### config.mk
export PLATFORM = sky130hd
export DESIGN_NAME = nps_cell
export DESIGN_NICKNAME = d
export VERILOG_FILES = /design/src/sv/assert_macros.svh /design/src/sv/nps_pkg.sv /design/src/sv/nps_cell.sv
export SDC_FILE = /design/constraint.sdc
export NUM_CORES = 1
export LEC_CHECK = 0
export BUFFER_PORTS_ARGS = -buffer_cell sky130_fd_sc_hd__buf_2
export CORE_MARGIN = 2
export CORE_UTILIZATION = 30
export DETAILED_ROUTE_END_ITERATION = 6
export PLACE_DENSITY = 0.44
export SLEW_MARGIN = 20
export SYNTH_ARGS = -nofsm -noshare
export SYNTH_HDL_FRONTEND = slang
export SYNTH_SLANG_ARGS = --single-unit
### constraint.sdc
create_clock -name clk_i -period 10.63 [get_ports clk_i]
set_input_delay 1.5945 -clock clk_i [delete_from_list [all_inputs] [get_ports clk_i]]
set_output_delay 1.5945 -clock clk_i [all_outputs]
set_load 0.1 [all_outputs]
### src/sv/assert_macros.svh
// assertion helpers for a file that checks its own logic
`ifndef ASSERT_MACROS_SVH
`define ASSERT_MACROS_SVH

// condition that holds at every clock edge out of reset
`define NPS_ASSERT(label, cond, msg) \
  label: assert property (@(posedge clk_i) disable iff (!rst_ni) (cond)) \
    else $error(msg);

// antecedent on the same edge implies the consequent
`define NPS_ASSERT_IMPL(label, ante, cons, msg) \
  label: assert property (@(posedge clk_i) disable iff (!rst_ni) \
    (ante) |-> (cons)) else $error(msg);

`endif

### src/sv/nps_pkg.sv
package nps_pkg;

  // default sizing of the point store
  localparam int unsigned CAPACITY   = 256;
  localparam int unsigned COORD_BITS = 16;

  // request opcodes
  typedef enum logic [1:0] {
    OP_INSERT = 2'd0,
    OP_QUERY  = 2'd1,
    OP_APPEND = 2'd2,
    OP_CLEAR  = 2'd3
  } nps_op_e;

  // response status codes
  typedef enum logic [1:0] {
    STAT_OK    = 2'd0,
    STAT_DUP   = 2'd1,
    STAT_FULL  = 2'd2,
    STAT_EMPTY = 2'd3
  } nps_status_e;

  // sequencer states
  typedef enum logic [1:0] {
    S_IDLE,
    S_SCAN,
    S_DONE
  } nps_state_e;

  // flags carried along the best-so-far wave
  typedef struct packed {
    logic found;
    logic dup;
  } nps_flags_t;

endpackage

### src/sv/nps_cell.sv
module nps_cell #(
  parameter int unsigned CW    = 16,
  parameter int unsigned IW    = 8,
  parameter int unsigned CNTW  = 9,
  parameter int unsigned INDEX = 0
) (
  input  logic                 clk_i,
  input  logic                 rst_ni,
  // store write, shared by all cells
  input  logic                 wr_en_i,
  input  logic signed [CW-1:0] wr_x_i,
  input  logic signed [CW-1:0] wr_y_i,
  input  logic [CNTW-1:0]      count_i,
  // query point wave
  input  logic signed [CW-1:0] q_x_i,
  input  logic signed [CW-1:0] q_y_i,
  output logic signed [CW-1:0] q_x_o,
  output logic signed [CW-1:0] q_y_o,
  // best-so-far wave, trailing the query wave by the first-half register
  input  nps_pkg::nps_flags_t  flags_i,
  input  logic [2*CW+2:0]      dist_i,
  input  logic [IW-1:0]        idx_i,
  input  logic signed [CW-1:0] bx_i,
  input  logic signed [CW-1:0] by_i,
  output nps_pkg::nps_flags_t  flags_o,
  output logic [2*CW+2:0]      dist_o,
  output logic [IW-1:0]        idx_o,
  output logic signed [CW-1:0] bx_o,
  output logic signed [CW-1:0] by_o
);

  localparam int unsigned DW = 2 * CW + 3;

  logic signed [CW-1:0] pt_x_q, pt_y_q;
  logic signed [CW-1:0] qx_q, qy_q;
  logic [2*CW+1:0]      sqx_q, sqy_q, sqx_d, sqy_d;
  logic                 match_q, here_q;
  logic signed [CW:0]   dx, dy;
  logic [CW:0]          ux, uy;
  logic [DW-1:0]        dist_sum;
  logic                 take;
  nps_pkg::nps_flags_t  flags_q, flags_d;
  logic [DW-1:0]        dist_q;
  logic [IW-1:0]        idx_q;
  logic signed [CW-1:0] bx_q, by_q;

  // stored point, written when the fill position reaches this cell
  always_ff @(posedge clk_i) begin
    if (wr_en_i && count_i == CNTW'(INDEX)) begin
      pt_x_q <= wr_x_i;
      pt_y_q <= wr_y_i;
    end
  end

  // absolute differences and their squares
  always_comb begin
    dx    = {pt_x_q[CW-1], pt_x_q} - {q_x_i[CW-1], q_x_i};
    dy    = {pt_y_q[CW-1], pt_y_q} - {q_y_i[CW-1], q_y_i};
    ux    = dx[CW] ? (CW+1)'(-dx) : (CW+1)'(dx);
    uy    = dy[CW] ? (CW+1)'(-dy) : (CW+1)'(dy);
    sqx_d = ux * ux;
    sqy_d = uy * uy;
  end

  // first half: squares, match and occupancy, query handed on
  always_ff @(posedge clk_i) begin
    qx_q    <= q_x_i;
    qy_q    <= q_y_i;
    sqx_q   <= sqx_d;
    sqy_q   <= sqy_d;
    match_q <= (pt_x_q == q_x_i) && (pt_y_q == q_y_i);
  end

  always_ff @(posedge clk_i or negedge rst_ni) begin
    if (!rst_ni) begin
      here_q <= 1'b0;
    end else begin
      here_q <= count_i > CNTW'(INDEX);
    end
  end

  // second half: distance against the best so far, earlier cell wins ties
  always_comb begin
    dist_sum      = DW'(sqx_q) + DW'(sqy_q);
    take          = here_q && (!flags_i.found || dist_sum < dist_i);
    flags_d.found = flags_i.found | here_q;
    flags_d.dup   = flags_i.dup | (here_q & match_q);
  end

  always_ff @(posedge clk_i or negedge rst_ni) begin
    if (!rst_ni) begin
      flags_q <= '0;
    end else begin
      flags_q <= flags_d;
    end
  end

  always_ff @(posedge clk_i) begin
    if (take) begin
      dist_q <= dist_sum;
      idx_q  <= IW'(INDEX);
      bx_q   <= pt_x_q;
      by_q   <= pt_y_q;
    end else begin
      dist_q <= dist_i;
      idx_q  <= idx_i;
      bx_q   <= bx_i;
      by_q   <= by_i;
    end
  end

  assign q_x_o   = qx_q;
  assign q_y_o   = qy_q;
  assign flags_o = flags_q;
  assign dist_o  = dist_q;
  assign idx_o   = idx_q;
  assign bx_o    = bx_q;
  assign by_o    = by_q;

endmodule

==> results of run 1 <==
cell type report:
type                            count  share of cell area
Antenna cell                        1          0.00008324
Clock buffer                       34             0.02401
Clock inverter                     15            0.003829
Inverter                          656             0.08191
Multi-Input combinational cell   1885              0.6261
Sequential cell                   209              0.1503
Tap cell                         1144             0.04761
Timing Repair Buffer              350             0.06609
through the flow:
stage,std cells,utilization,setup WS (ns),hold WS [ns],area (sq um)
floorplan,2797,-,0.7156,0.4137,25990
global placement,4244,0.3421,0.1523,0.4578,29220
detailed placement,4244,0.3421,0.1359,0.4552,29220
CTS,4293,0.3519,0.7202,0.4831,30060
global route,4293,0.3519,0.06572,0.5210,30060
finish,4294,0.3520,0.7221,0.4824,30060
state kept, by name (all words and copies together), names as in the netlist:
| register | flops |
|---|---|
| bx_o | 16 |
| idx_o | 8 |
| q_x_o | 16 |
| match_q | 1 |
| by_o | 16 |
| pt_x_q | 16 |
| here_q | 1 |
| sqy_q | 33 |
| flags_o | 2 |
| sqx_q | 33 |
| dist_o | 35 |
| pt_y_q | 16 |
| q_y_o | 16 |
routing by layer:
metal	up-vias	GRT usage	share of wire
met5	-	0	0.00083
met4	8	0.02393	0.014
met3	56	0.02676	0.053
met2	421	0.2701	0.47
met1	9272	0.2159	0.47
li1	9453	-	-
worst min-delay path by stage:
| stage | startpoint | endpoint | slack, ns | cells after the start |
|---|---|---|---|---|
| 6_report | match_q$_DFF_P_ | flags_o[0]$_DFF_PN0_ | 0.48 | 1 |
| 5_1_grt | match_q$_DFF_P_ | flags_o[0]$_DFF_PN0_ | 0.52 | 1 |
| 4_1_cts | match_q$_DFF_P_ | flags_o[0]$_DFF_PN0_ | 0.48 | 1 |
| 3_5_place_dp | match_q$_DFF_P_ | flags_o[0]$_DFF_PN0_ | 0.46 | 1 |
| 3_3_place_gp | match_q$_DFF_P_ | flags_o[0]$_DFF_PN0_ | 0.46 | 1 |
| 2_1_floorplan | match_q$_DFF_P_ | flags_o[0]$_DFF_PN0_ | 0.41 | 1 |
Yosys cell counts, drive strengths merged, types with 6 or more instances:
| cell type | instances |
|---|---|
| o31ai | 6 |
| and3 | 16 |
| and2 | 14 |
| o211ai | 11 |
| mux2 | 67 |
| inv | 647 |
| and4 | 6 |
| a31oi | 16 |
| nor2b | 24 |
| nand2b | 25 |
| clkinv | 9 |
| o21a | 17 |
| nand2 | 210 |
| nor4 | 7 |
| a21oi | 106 |
| a211o | 6 |
| xnor2 | 94 |
| ha | 312 |
| nand3 | 33 |
| a21o | 51 |
| o21bai | 11 |
| buf | 7 |
| xor2 | 50 |
| fa | 384 |
| or2 | 9 |
| nor2 | 202 |
| nand4 | 14 |
| edfxtp | 32 |
| nor3 | 26 |
| o21ai | 57 |
| a211oi | 14 |
| clkbuf | 40 |
| dfxtp | 174 |
logic make-up (layout without fill, tap and decap cells):
family / after synthesis / count (layout)
DFF: 209 / 209
adders and majority gates: 696 / 696
buffers and inverters: 703 / 1055
AOI/OAI and AO/OA: 340 / 340
muxes: 69 / 69
other: 2 / 25
xor gates and xnor gates: 146 / 146
and+or+nand+nor: 610 / 610
worst reg2reg max path, delay by kind of cell (launching register included):
family / cells / cell delay (ns)
xor+xnor: 2 / 0.24
buf+inv: 4 / 0.31
flops: 1 / 0.41
compound gates: 10 / 2.03
simple gates: 9 / 2.60
fa+ha+maj: 9 / 3.56
==> qor.yml, run 1 <==
status:
  status: "finished, final reports clean"
synthesis:
  synth-seq-cells: 209
  netlist_instances: 2775
  synthSimpleGateAreaFrac: 0.1081
  synth_area_leaders: "fa_1, ha_1, dfxtp_1"
  synth_xor_area_frac: 0.05099
  synth_fa_ha_area_frac: 0.4473
  syn_avg_cell_area_sq_um: 9.338
  yosysWarningCount: 0
  async_reset_ff_frac: 0.01435
  synth-compound-area-share: 0.08585
  synth_top_flop_cell: "dfxtp_1"
  synth_top_family_by_area: "adder cells"
  ys_types: 84
  synthMuxAreaShare: 0.02989
  synth_top_area_frac: 0.2967
  synth_top_cell_by_area: "fa_1"
  synth-seq-area-share: 0.1744
  syn_area_sq_um: 25910
  synth_edf_count: 32
floorplan:
  start_util: 0.3034
  design.die.area_sq_um: 88740
  core_sq_um: 85410
  rows: 107
  ioPinCount: 262
  fp.dieH_um: 297.9
  fp.dieW_um: 297.9
clocking:
  root_buffer: "clkbuf_16"
  cts.sink_count: 209
  cts-htree-levels: 1
  hold_buffers: 0
  postCtsSetupBuffers: 0
  cts_resized: 0
  clock_latency_ns: 0.57
  cts_buffers: 27
  path_clk_slew_ns: 0.06
  cts_tree: "done"
  clk_path_buf_depth: 3
sta:
  fin_tns_setup_ns: 0
  setup_viol: 0
  clock.fmax_ghz: 0.1009
  fin_worst_skew_ns: 0.02449
  period_share: 0.9321
  final-max-slew-violation-count: 0
  finalHoldViolCount: 0
  worst_slew_pin_slew_ns: 1.071
  relSlewSlack: 0.2787
  fin_crit_ns: 9.908
  rsz0062_at_grt: "false"
worst_setup_path:
  cp-start-kind: "input pin"
  worstPathBufferInverterCount: 4
  slowest_stage: "or4_4"
  critPathLaunch: "q_x_i[0]"
  reg2reg_from: "pt_x_q[0]$_DFFE_PP_"
  worstPathMaxFanout: 8
  crit_end: "sqx_q[31]$_DFF_P_"
  max_stage_delay_ns: 0.60
  r2r_end: "sqx_q[31]$_DFF_P_"
  worstSetupPathDepth: 34
  worstSetupEndpointType: "flip-flop"
  r2r_setup_slack_ns: 1.42
  critical_path.top_delay_family: "adder cells"
  path_common_cell: "fa_1"
  cp_data_required_time_ns: 11.12
  ff2ff_path_depth: 34
  cp_data_arrival_time_ns: 10.39
  criticalPathCategory: "in -> reg"
grt:
  antenna_found_initial: 5
  grt-ovfl-total: 0
  track_usage: 0.1590
  grt_pass1_vias: 20695
  grt_max_degree: 56
  grt_pass1_wl_um: 111400
final_layout:
  fillers: 9066
  multiInputGateArea_sq_um: 18820
  seqCellArea_sq_um: 4519
  layout_common_cells: "inv_1, fa_1, ha_1, buf_2, nand2_1"
  final_nets: 3978
  layout-drive-gt1-share: 0.1562
  area_growth_pct: 16.02
  final_common_cell: "inv_1"
drt:
  viasPerCell: 4.474
  ant_nets: 0
  drc: 0
  drt-total-wl_um: 68730
  drt_pass1_iterations: 7
  vias: 19210
  wl_per_cell_um: 16.00
  drt_iter0_markers: 837
hold_path:
  hp-class: "reg -> reg"
place:
  place.gp.congestion: 0.8130
  dp_hpwl_um: 60170
  portBuffers: 261
run:
  cap_violations: 0
Power of run 1 is not shown: default switching activity piles up to over one toggle a cycle in this logic, so the estimate is an artifact.
==> inputs of run 2 (changes only) <==
--- a/config.mk
+++ b/config.mk
@@ -5,11 +5,14 @@
 export SDC_FILE = /design/constraint.sdc
 export NUM_CORES = 1
 export LEC_CHECK = 0
+export ABC_CLOCK_PERIOD_IN_PS = 10630
 export BUFFER_PORTS_ARGS = -buffer_cell sky130_fd_sc_hd__buf_2
+export CELL_PAD_IN_SITES_DETAIL_PLACEMENT = 0
+export CELL_PAD_IN_SITES_GLOBAL_PLACEMENT = 2
 export CORE_MARGIN = 2
 export CORE_UTILIZATION = 30
 export DETAILED_ROUTE_END_ITERATION = 6
-export PLACE_DENSITY = 0.44
+export PLACE_DENSITY = 0.65
 export SLEW_MARGIN = 20
 export SYNTH_ARGS = -nofsm -noshare
 export SYNTH_HDL_FRONTEND = slang
==> run 2 against run 1 <==
Critical endpoint unchanged; critical path type unchanged; non-clock buffer count is 25 higher; maximum frequency is 0.72% lower; flip-flop and latch count stayed put; largest cell class unchanged; cell count is 0.56% higher; wire length is 4.4% higher; global-route usage is 0.59 points higher; utilization is 0.24 points higher.
==> qor.yml, run 2 (synthesis gave the netlist of run 1 again) <==
sta:
  relSlewSlack: 0.2779  # was 0.2787
  fin_worst_skew_ns: 0.01685  # was 0.02449 ns
  finalHoldViolCount: 0  # unchanged
  worst_slew_pin_slew_ns: 1.083  # was 1.071 ns
  period_share: 0.9388  # was 0.9321
  fin_crit_ns: 9.979  # was 9.908 ns
  clock.fmax_ghz: 0.1002  # was 0.1009 GHz
  fin_tns_setup_ns: 0  # unchanged
  rsz0062_at_grt: "false"  # unchanged
  final-max-slew-violation-count: 0  # unchanged
  setup_viol: 0  # unchanged
worst_setup_path:
  critPathLaunch: "q_x_i[0]"  # unchanged
  slowest_stage: "or4_4"  # unchanged
  cp_data_arrival_time_ns: 10.46  # was 10.39 ns
  r2r_end: "sqx_q[31]$_DFF_P_"  # unchanged
  max_stage_delay_ns: 0.61  # was 0.60 ns
  cp-start-kind: "input pin"  # unchanged
  worstPathMaxFanout: 8  # unchanged
  ff2ff_path_depth: 34  # unchanged
  worstSetupEndpointType: "flip-flop"  # unchanged
  criticalPathCategory: "in -> reg"  # unchanged
  cp_data_required_time_ns: 11.11  # was 11.12 ns
  path_common_cell: "fa_1"  # unchanged
  reg2reg_from: "pt_x_q[0]$_DFFE_PP_"  # unchanged
  r2r_setup_slack_ns: 1.40  # was 1.42 ns
clocking:
  postCtsSetupBuffers: 0  # unchanged
  cts_buffers: 26  # was 27
  cts-htree-levels: 1  # unchanged
  path_clk_slew_ns: 0.06  # about the same
  clk_path_buf_depth: 3  # unchanged
  cts_tree: "done"  # unchanged
  root_buffer: "clkbuf_16"  # unchanged
  cts.sink_count: 209  # unchanged
  clock_latency_ns: 0.55  # was 0.57 ns
  cts_resized: 0  # unchanged
  hold_buffers: 0  # unchanged
grt:
  antenna_found_initial: 6  # was 5
  grt-ovfl-total: 0  # unchanged
  grt_pass1_wl_um: 116000  # was 111400 um
  track_usage: 0.1649  # was 0.1590
  grt_max_degree: 76  # was 56
  grt_pass1_vias: 21692  # was 20695
place:
  portBuffers: 261  # unchanged
  place.gp.congestion: 0.8602  # was 0.8130
  dp_hpwl_um: 62130  # was 60170 um
drt:
  drt-total-wl_um: 71740  # was 68730 um
  wl_per_cell_um: 16.61  # was 16.00 um
  drt_pass1_iterations: 5  # was 7
  drc: 0  # unchanged
  viasPerCell: 4.514  # was 4.474
  drt_iter0_markers: 661  # was 837
  routed-wl-met3_um: 3793  # was 3675 um
  ant_nets: 0  # unchanged
  maxUsedRoutingLayer: "met5"  # unchanged
  m1WireLength_um: 32980  # was 31990 um
  vias: 19493  # was 19210
  wl_met2_um: 33960  # was 32060 um
hold_path:
  min_from: "match_q$_DFF_P_"  # unchanged
  hold_depth: 1  # unchanged
  hp-class: "reg -> reg"  # unchanged
  hold_path_end: "flags_o[0]$_DFF_PN0_"  # unchanged
final_layout:
  layout-drive-gt1-share: 0.1617  # was 0.1562
  largest_reg_flops: 35  # unchanged
  area_growth_pct: 16.82  # was 16.02%
  final_util: 0.3544  # was 0.3520
  layout_common_cells: "inv_1, fa_1, ha_1, buf_2, nand2_1"  # unchanged
  final_nets: 4002  # was 3978
  final_common_cell: "inv_1"  # unchanged
floorplan:
  design.die.area_sq_um: 88740  # unchanged
  fp.dieH_um: 297.9  # unchanged
  start_util: 0.3034  # unchanged
  ioPinCount: 262  # unchanged
  rows: 107  # unchanged
  core_sq_um: 85410  # unchanged
  fp.dieW_um: 297.9  # unchanged
run:
  cap_violations: 0  # unchanged
status:
  status: "finished, final reports clean"  # unchanged
==> run 2: how the worst max path moves through the flow <==
stage,slack (ns),to
after CTS,0.66,sqx_q[32]$_DFF_P_
after global placement,0.14,sqx_q[32]$_DFF_P_
after global routing,0.06,sqx_q[32]$_DFF_P_
after floorplan,0.72,sqy_q[33]$_DFF_P_
final,0.65,sqx_q[31]$_DFF_P_
after detailed placement,0.09,sqx_q[32]$_DFF_P_
==> run 2: critical path, delay by kind of cell <==
family / cells / cell delay (ns)
fa+ha+maj: 9 / 3.52
simple gates: 9 / 2.60
compound gates: 10 / 2.10
buf+inv: 4 / 0.37
xor+xnor: 2 / 0.25
==> run 2: final cells by class <==
| cell class | instances | area, sq um |
|---|---|---|
| fill | 8931 | 55140 |
| multi-input combinational | 1885 | 18820 |
| sequential | 209 | 4519 |
| inverter | 656 | 2462 |
| timing repair buffer | 375 | 2212 |
| tap | 1144 | 1431 |
| clock buffer | 38 | 737.0 |
| clock inverter | 10 | 83.83 |
| antenna | 1 | 2.502 |
==> run 2: per-stage QoR <==
stage | setup slack, ns | hold WS (ns) | cell area [sq um] | std cells
6_report | 0.6507 | 0.5003 | 30270 | 4318
5_1_grt | 0.06427 | 0.5260 | 30270 | 4317
4_1_cts | 0.6589 | 0.5053 | 30270 | 4317
3_5_place_dp | 0.08966 | 0.4796 | 29450 | 4269
3_3_place_gp | 0.1420 | 0.4837 | 29450 | 4269
2_1_floorplan | 0.7156 | 0.4137 | 25990 | 2797
==> run 2: routing by layer <==
metal / vias to the layer above / track usage
met1: 9552 / 0.2177
met3: 56 / 0.03085
met5: - / 0
met2: 388 / 0.2848
li1: 9491 / -
met4: 6 / 0.02560
Power of run 2 is left out for the same reason.
==> inputs of run 3 (changes only) <==
--- a/config.mk
+++ b/config.mk
@@ -5,7 +5,7 @@
 export SDC_FILE = /design/constraint.sdc
 export NUM_CORES = 1
 export LEC_CHECK = 0
-export ABC_CLOCK_PERIOD_IN_PS = 10630
+export ABC_CLOCK_PERIOD_IN_PS = 10900
 export BUFFER_PORTS_ARGS = -buffer_cell sky130_fd_sc_hd__buf_2
 export CELL_PAD_IN_SITES_DETAIL_PLACEMENT = 0
 export CELL_PAD_IN_SITES_GLOBAL_PLACEMENT = 2
==> constraint.sdc (replaced) <==
create_clock -name clk_i -period 10.9 [get_ports clk_i]
set_input_delay 1.635 -clock clk_i [delete_from_list [all_inputs] [get_ports clk_i]]
set_output_delay 1.635 -clock clk_i [all_outputs]
set_load 0.1 [all_outputs]
==> run 3 against run 2 <==
Utilization shrank 0.30 points; wire length shrank 0.23%; global-route usage shrank 0.096 points; critical path depth is the same; design area shrank 0.85%; die area is the same; clock skew grew 0.040 ns; first-iteration DRC count grew 2.7%.
==> qor.yml, run 3 (synthesis gave the netlist of run 1 again) <==
floorplan:
  ioPinCount: 262  # unchanged
  design.die.area_sq_um: 88740  # unchanged
  core_sq_um: 85410  # unchanged
  fp.dieH_um: 297.9  # unchanged
  fp.dieW_um: 297.9  # unchanged
  rows: 107  # unchanged
  start_util: 0.3034  # unchanged
grt:
  grt-ovfl-total: 0  # unchanged
  track_usage: 0.1640  # was 0.1649
  grt_max_degree: 76  # unchanged
  grt_pass1_vias: 21618  # was 21692
  grt_pass1_wl_um: 115400  # was 116000 um
  antenna_found_initial: 5  # was 6
worst_setup_path:
  max_stage_delay_ns: 0.54  # was 0.61 ns
  worstPathBufferInverterCount: 9  # was 4
  worstSetupEndpointType: "flip-flop"  # unchanged
  slowest_stage: "or4_1"  # was or4_4
  cp_data_required_time_ns: 11.34  # was 11.11 ns
  r2r_setup_slack_ns: 1.37  # was 1.40 ns
  critical_path.top_delay_family: "adder cells"  # unchanged
  worstPathMaxFanout: 7  # was 8
  r2r_end: "sqy_q[32]$_DFF_P_"  # was sqx_q[31]$_DFF_P_
  criticalPathCategory: "in -> reg"  # unchanged
  cp-start-kind: "input pin"  # unchanged
  reg2reg_from: "pt_y_q[0]$_DFFE_PP_"  # was pt_x_q[0]$_DFFE_PP_
  cp_data_arrival_time_ns: 10.67  # was 10.46 ns
  ff2ff_path_depth: 35  # was 34
clocking:
  cts.sink_count: 209  # unchanged
  path_clk_slew_ns: 0.06  # about the same
  cts_resized: 0  # unchanged
  clock_latency_ns: 0.58  # was 0.55 ns
  cts_buffers: 27  # was 26
  cts-htree-levels: 1  # unchanged
  postCtsSetupBuffers: 0  # unchanged
  root_buffer: "clkbuf_16"  # unchanged
  cts_tree: "done"  # unchanged
  clk_path_buf_depth: 3  # unchanged
  hold_buffers: 0  # unchanged
run:
  cap_violations: 0  # unchanged
sta:
  relSlewSlack: 0.3152  # was 0.2779
  rsz0062_at_grt: "false"  # unchanged
  fin_tns_setup_ns: 0  # unchanged
  finalHoldViolCount: 0  # unchanged
  fin_crit_ns: 10.23
  period_share: 0.9381
  final-max-slew-violation-count: 0  # unchanged
  clock.fmax_ghz: 0.09780
  worst_slew_pin_slew_ns: 1.025  # was 1.083 ns
  fin_worst_skew_ns: 0.05635  # was 0.01685 ns
  setup_viol: 0  # unchanged
hold_path:
  hp-class: "reg -> reg"  # unchanged
  min_from: "match_q$_DFF_P_"  # unchanged
  hold_path_end: "flags_o[0]$_DFF_PN0_"  # unchanged
  hold_depth: 1  # unchanged
final_layout:
  largest_reg_flops: 35  # unchanged
  layout_common_cells: "inv_1, fa_1, ha_1, buf_2, nand2_1"  # unchanged
  layout-drive-gt1-share: 0.1509  # was 0.1617
  final_common_cell: "inv_1"  # unchanged
  final_nets: 3958  # was 4002
  area_growth_pct: 15.83  # was 16.82%
drt:
  wl_per_cell_um: 16.75  # was 16.61 um
  drt_iter0_markers: 679  # was 661
  drt-total-wl_um: 71570  # was 71740 um
  ant_nets: 0  # unchanged
  drc: 0  # unchanged
  drt_pass1_iterations: 5  # unchanged
  viasPerCell: 4.515  # was 4.514
  vias: 19298  # was 19493
place:
  dp_hpwl_um: 62350  # was 62130 um
  portBuffers: 261  # unchanged
  place.gp.congestion: 0.8706  # was 0.8602
status:
  status: "finished, final reports clean"  # unchanged
==> run 3: cell count changes in the layout (fill, tap and decap cells not counted), sizes merged <==
cell and change:
buf -45, bufinv +2, clkbuf -2, clkinv -1, clkinvlp +1, diode +1
==> run 3: routing by layer <==
metal  vias up  track usage  part of all wire
met3        56      0.02844             0.055
met1      9381       0.2175              0.46
met5         -            0           0.00038
met2       472       0.2820              0.47
met4         4      0.02895             0.017
li1       9385            -                 -
==> run 3: metrics by stage <==
step	setup WS [ns]	hold WS (ns)	cell area, sq um	util	cells
after floorplan	0.9451	0.4137	25990	-	2797
after global placement	0.2188	0.4477	29090	0.3406	4223
after detailed placement	0.1583	0.4561	29090	0.3406	4223
after CTS	0.7218	0.4909	29980	0.3510	4271
after global routing	0.06725	0.4985	30010	0.3513	4272
final	0.6746	0.4888	30010	0.3514	4274
==> run 3: worst reg2reg max path: cells and delay by family (launching register included) <==
family	cells	cell delay, ns
simple gates	6	1.29
compound gates	11	2.89
fa+ha+maj	9	3.62
flops	1	0.44
buf+inv	8	0.82
xor+xnor	1	0.35
==> run 3: worst max-delay path by stage <==
stage	start	end	slack, ns	cells after the start
2_1_floorplan	q_y_i[0]	sqy_q[33]$_DFF_P_	0.95	34
3_3_place_gp	q_y_i[0]	sqy_q[33]$_DFF_P_	0.22	34
3_5_place_dp	q_y_i[0]	sqy_q[33]$_DFF_P_	0.16	34
4_1_cts	q_y_i[0]	sqy_q[33]$_DFF_P_	0.72	34
5_1_grt	q_y_i[0]	sqy_q[33]$_DFF_P_	0.07	36
6_report	q_y_i[5]	sqy_q[32]$_DFF_P_	0.67	34
==> run 3: area by class of cell <==
class	count	area [sq um]
inverter	656	2462
clock inverter	12	161.4
sequential	209	4519
tap	1144	1431
multi-input combinational	1885	18820
antenna	2	5.005
clock buffer	36	729.5
timing repair buffer	330	1882
fill	8979	55400
Power of run 3 is left out for the same reason.
